`src/design/mtfq_pkg.sv`:
```
// Types and constants for the move-to-front rotating queue.
package mtfq_pkg;

  localparam int DEF_CAPACITY = 64;
  localparam int DEF_ID_WIDTH = 32;
  localparam int IN_ID_W      = 32;
  localparam int OUT_ID_W     = 32;
  localparam int FILL_W       = 7;

  typedef enum logic [1:0] {
    KIND_SERVE    = 2'd0,
    KIND_EXPEDITE = 2'd1,
    KIND_RELOAD   = 2'd2,
    KIND_NOP      = 2'd3
  } kind_t;

  typedef enum logic [1:0] {
    ST_OK    = 2'd0,
    ST_EMPTY = 2'd1,
    ST_FULL  = 2'd2
  } status_t;

  typedef struct packed {
    kind_t                kind;
    logic [IN_ID_W-1:0]   citizen_id;
  } in_item_t;

  typedef struct packed {
    logic [OUT_ID_W-1:0]  served_id;
    status_t              status;
  } out_item_t;

  // Broadcast control from the top level to every cell.
  typedef struct packed {
    logic  go;
    kind_t kind;
    logic  ins_ok;
  } cell_ctrl_t;

endpackage

```
`src/design/mtfq_cell.sv`:
```
// One queue slot: holds an entry and its valid bit, trades with its neighbors.
module mtfq_cell #(
  parameter int IDX      = 0,
  parameter int ID_WIDTH = mtfq_pkg::DEF_ID_WIDTH,
  parameter int CNT_W    = 7
) (
  input  logic                 clk,
  input  logic                 rst_n,
  input  mtfq_pkg::cell_ctrl_t ctrl,
  input  logic [ID_WIDTH-1:0]  id,
  input  logic [CNT_W-1:0]     fill_n,
  input  logic [ID_WIDTH-1:0]  head,
  input  logic [ID_WIDTH-1:0]  prev_entry,
  input  logic                 prev_valid,
  input  logic [ID_WIDTH-1:0]  next_entry,
  input  logic                 next_valid,
  input  logic                 seen_in,
  output logic                 seen_out,
  output logic [ID_WIDTH-1:0]  entry_out,
  output logic                 valid_out
);
  import mtfq_pkg::*;

  localparam logic [ID_WIDTH-1:0] RELOAD_VAL = ID_WIDTH'(IDX + 1);
  localparam logic [CNT_W-1:0]    IDX_C      = CNT_W'(IDX);

  logic [ID_WIDTH-1:0] entry_r, entry_nxt;
  logic                valid_r, valid_nxt;
  logic                match;

  assign match     = valid_r && (entry_r == id);
  assign seen_out  = seen_in | match;
  assign entry_out = entry_r;
  assign valid_out = valid_r;

  always_comb begin
    entry_nxt = entry_r;
    valid_nxt = valid_r;
    if (ctrl.go) begin
      unique case (ctrl.kind)
        KIND_SERVE: begin
          // pull from the rear neighbor; the last valid slot takes the head
          if (next_valid) begin
            entry_nxt = next_entry;
          end else if (valid_r) begin
            entry_nxt = head;
          end
        end
        KIND_EXPEDITE: begin
          if (ctrl.ins_ok) begin
            if (IDX == 0) begin
              entry_nxt = id;
              valid_nxt = 1'b1;
            end else if (prev_valid && !seen_in) begin
              // shift back up to and including the first match
              entry_nxt = prev_entry;
              valid_nxt = 1'b1;
            end
          end
        end
        KIND_RELOAD: begin
          valid_nxt = (IDX_C < fill_n);
          entry_nxt = valid_nxt ? RELOAD_VAL : '0;
        end
        KIND_NOP: begin
        end
        default: begin
        end
      endcase
    end
  end

  always_ff @(posedge clk) begin
    if (!rst_n) begin
      valid_r <= 1'b0;
    end else begin
      valid_r <= valid_nxt;
    end
  end

  always_ff @(posedge clk) begin
    entry_r <= entry_nxt;
  end

endmodule

```
`config.mk`:
```
export PLATFORM = sky130hd
export DESIGN_NAME = mtfq_cell
export DESIGN_NICKNAME = d
export VERILOG_FILES = /design/src/design/mtfq_pkg.sv /design/src/design/mtfq_cell.sv
export SDC_FILE = /design/constraint.sdc
export NUM_CORES = 1
export LEC_CHECK = 0
export BUFFER_PORTS_ARGS = -buffer_cell sky130_fd_sc_hd__buf_2
export CAP_MARGIN = 20
export CORE_MARGIN = 1
export CORE_UTILIZATION = 30
export DETAILED_ROUTE_END_ITERATION = 10
export GPL_TIMING_DRIVEN = 0
export PLACE_DENSITY = 0.73
export RECOVER_POWER = 25
export SYNTH_ARGS = -nofsm -noshare
export SYNTH_HDL_FRONTEND = slang
export SYNTH_SLANG_ARGS = --single-unit
```
`constraint.sdc`:
```
create_clock -name clk -period 8.2 [get_ports clk]
set_input_delay 1.23 -clock clk [delete_from_list [all_inputs] [get_ports clk]]
set_output_delay 1.23 -clock clk [all_outputs]
set_load 0.02 [all_outputs]
```
==> impl_metrics.yaml <==
placed_design:
  finalWeightedCongestion: 0.7758
  dp_hpwl_um: 5573
  io_buffers: 143
  place_inst: 447
drt:
  drt.antenna.violating_nets: 0
  drtIter0Drc: 63
  drc_errors: 0
  via_per_inst: 4.749
  firstDrtPassIters: 4
  routedWlPerCell_um: 15.52
  via_count: 2161
  routed_wl_um: 7063
global_route:
  antenna_found_initial: 0
  grt_start_max_net_pins: 19
  overflow: 0
  grt_first_pass_wirelength_um: 10280
  grt_pass1_vias: 2074
  gr-usage-all-layers: 0.1861
clock_network:
  ctsRootBufferMaster: "clkbuf_8"
  cts_buffers: 5
  clkLatencyLatePin_ns: 0.29
  post-cts-setup-buffer-count: 0
  htreeDepth: 2
  clk_path_buf_depth: 2
  post_cts_resized: 0
  cts_hold_buf: 0
  cts_tree: "done"
  clk_pin_slew_ns: 0.07
  cts.sinks: 33
floorplanning:
  die_h_um: 87.04
  die_x_um: 87.04
  core_mm2: 0.006907
  rows: 30
  die-area_mm2: 0.007576
  start_util: 0.3141
  io_pins: 178
worst_hold_path:
  hold_depth: 2
  hold_end: "valid_out"
  hp-class: "reg -> reg"
  min_from: "valid_out"
cells_and_area:
  drive_above_1_share: 0.3760
  antenna_cells: 0
  utilization: 0.4469
  nets: 505
  multi_input_area_mm2: 0.001106
  final-instance-count-excl-fill: 455
  area_growth_syn_to_layout_pct: 42.27
  ff_latch_area_um2: 980.9
  fillers: 728
power_and_ir_drop:
  p_leak_uw: 0.001310
  cellPowerDensity_mw_per_mm2: 152.8
  ir_worst_vdd_v: 0.00006616
synth:
  syn_area_mm2: 0.002170
  ys_async_sr_fraction: 0
  synthFlopType: "edfxtp_1"
  yosys_warnings: 0
  synth_edf_count: 32
  ys_types: 24
  synthCells: 207
  syn_avg_cell_area_um2: 10.48
  syn_nets: 354
  synth-seq-area-share: 0.4521
  synth_seq_cells: 33
critical_path:
  cp-end-kind: "output port"
  required_ns: 6.97
  critPathMaxFanout: 2
  r2r-end: "entry_out[24]"
  r2r_start: "valid_out"
  r2r_setup_slack_ns: 6.42
  crit_start: "id[0]"
  crit_type: "in -> out"
  worstPathArrival_ns: 2.57
  cp-start-kind: "input port"
  reg2regPathDepth: 3
outcome:
  outcome: "complete, no violations"
timing:
  finalSetupTns_ns: 0
  fin_skew_ns: 0.01012
  grt_setup_unrepaired: "false"
  final-setup-viol-count: 0
  worst_pin_slew_ns: 0.8490
  max-slew-margin-rel: 0.4322
  maxSlewViolCount: 0
  fin_crit_sh: 0.4639
  max_freq_mhz: 262.9
  final_hold_viol_count: 0
  period_needed_ns: 3.804
job:
  cap_violations: 0
## flip-flops by register name, summed over array words and instances (netlist names)
signal and count:
entry_out 32, valid_out 1
## through the flow
stage | hold WS [ns] | power [uW] | setup WS [ns] | cell area (um2)
2_1_floorplan | 0.5702 | 288.9 | 3.531 | 2170
3_3_place_gp | 0.4907 | 348.6 | 2.175 | 3005
3_5_place_dp | 0.5039 | 353.3 | 4.378 | 3033
4_1_cts | 0.5169 | 476.9 | 4.364 | 3119
5_1_grt | 0.5430 | 494.3 | 4.301 | 3087
6_report | 0.5160 | 471.6 | 4.396 | 3087
## final cells by class
cell class / instances / share of cell area
Buffer: 15 / 0.02351
Clock buffer: 5 / 0.02229
Clock inverter: 3 / 0.005675
Inverter: 5 / 0.006080
Multi-Input combinational cell: 154 / 0.3583
Sequential cell: 33 / 0.3178
Tap cell: 96 / 0.03891
Timing Repair Buffer: 144 / 0.2274
## synthesized netlist by cell type, drive strengths merged, types with 2 or more instances
master   n  area share
nor3     2      0.0046
buf      6       0.020
o21ai   32       0.074
edfxtp  32        0.44
nor4     3      0.0087
nand3   32       0.074
ha       3       0.017
inv      5      0.0087
nand4    6       0.017
nor2     4      0.0069
xor2     5       0.020
xnor2   27        0.11
mux2i   31        0.14
a211oi   2      0.0069
clkbuf   9       0.016
## cells in the final DEF, fill, tap and decap left out, drive strengths merged
master	n
nand4	6
nor2b	1
edfxtp	32
nor3	2
mux2i	31
clkinv	2
o21ai	32
nand3	32
a41o	1
nor2	4
clkbuf	38
ha	3
o211ai	1
a22oi	1
xor2	5
xnor2	27
dfxtp	1
inv	5
a221oi	1
a21oi	1
a211oi	2
nor4	3
nand2	1
clkinvlp	1
buf	126
## how the worst max path moves through the flow
stage	endpoint	slack, ns
after floorplan	entry_out[0]	3.53
after global placement	entry_out[27]	2.17
after detailed placement	seen_out	4.38
after CTS	seen_out	4.36
after global routing	seen_out	4.30
final	seen_out	4.40
## worst max-delay path: stages
cell	delay (ns)
buf_2	0.11
xnor2_1	0.28
nand4_1	0.12
nor4_1	0.44
a41o_1	0.24
buf_2	0.16
## per-layer routing
layer	vias to the layer above	GRT usage	share of wire
met5	-	0	0
met2	89	0.3243	0.49
li1	1065	-	-
met1	1003	0.2286	0.43
met4	0	0.05303	0.0089
met3	4	0.04360	0.067
## report_power, final
group          total, uW  internal, uW  switching [uW]
logic                134          55.7            78.0
clock network        125          58.7            66.8
registers            212           204            8.37
total                472           318             153
## cell families (layout without fill, tap and decap cells)
kind of cell | count (synthesis) | after routing | synth area share
buf+inv | 20 | 172 | 0.04383
mux | 31 | 31 | 0.1430
compound gates | 39 | 39 | 0.09861
fa+ha+maj | 3 | 3 | 0.01730
simple gates | 49 | 49 | 0.1159
flops | 33 | 33 | 0.4521
xor+xnor | 32 | 32 | 0.1292
Note: power is estimated with default switching activity, not from simulation.
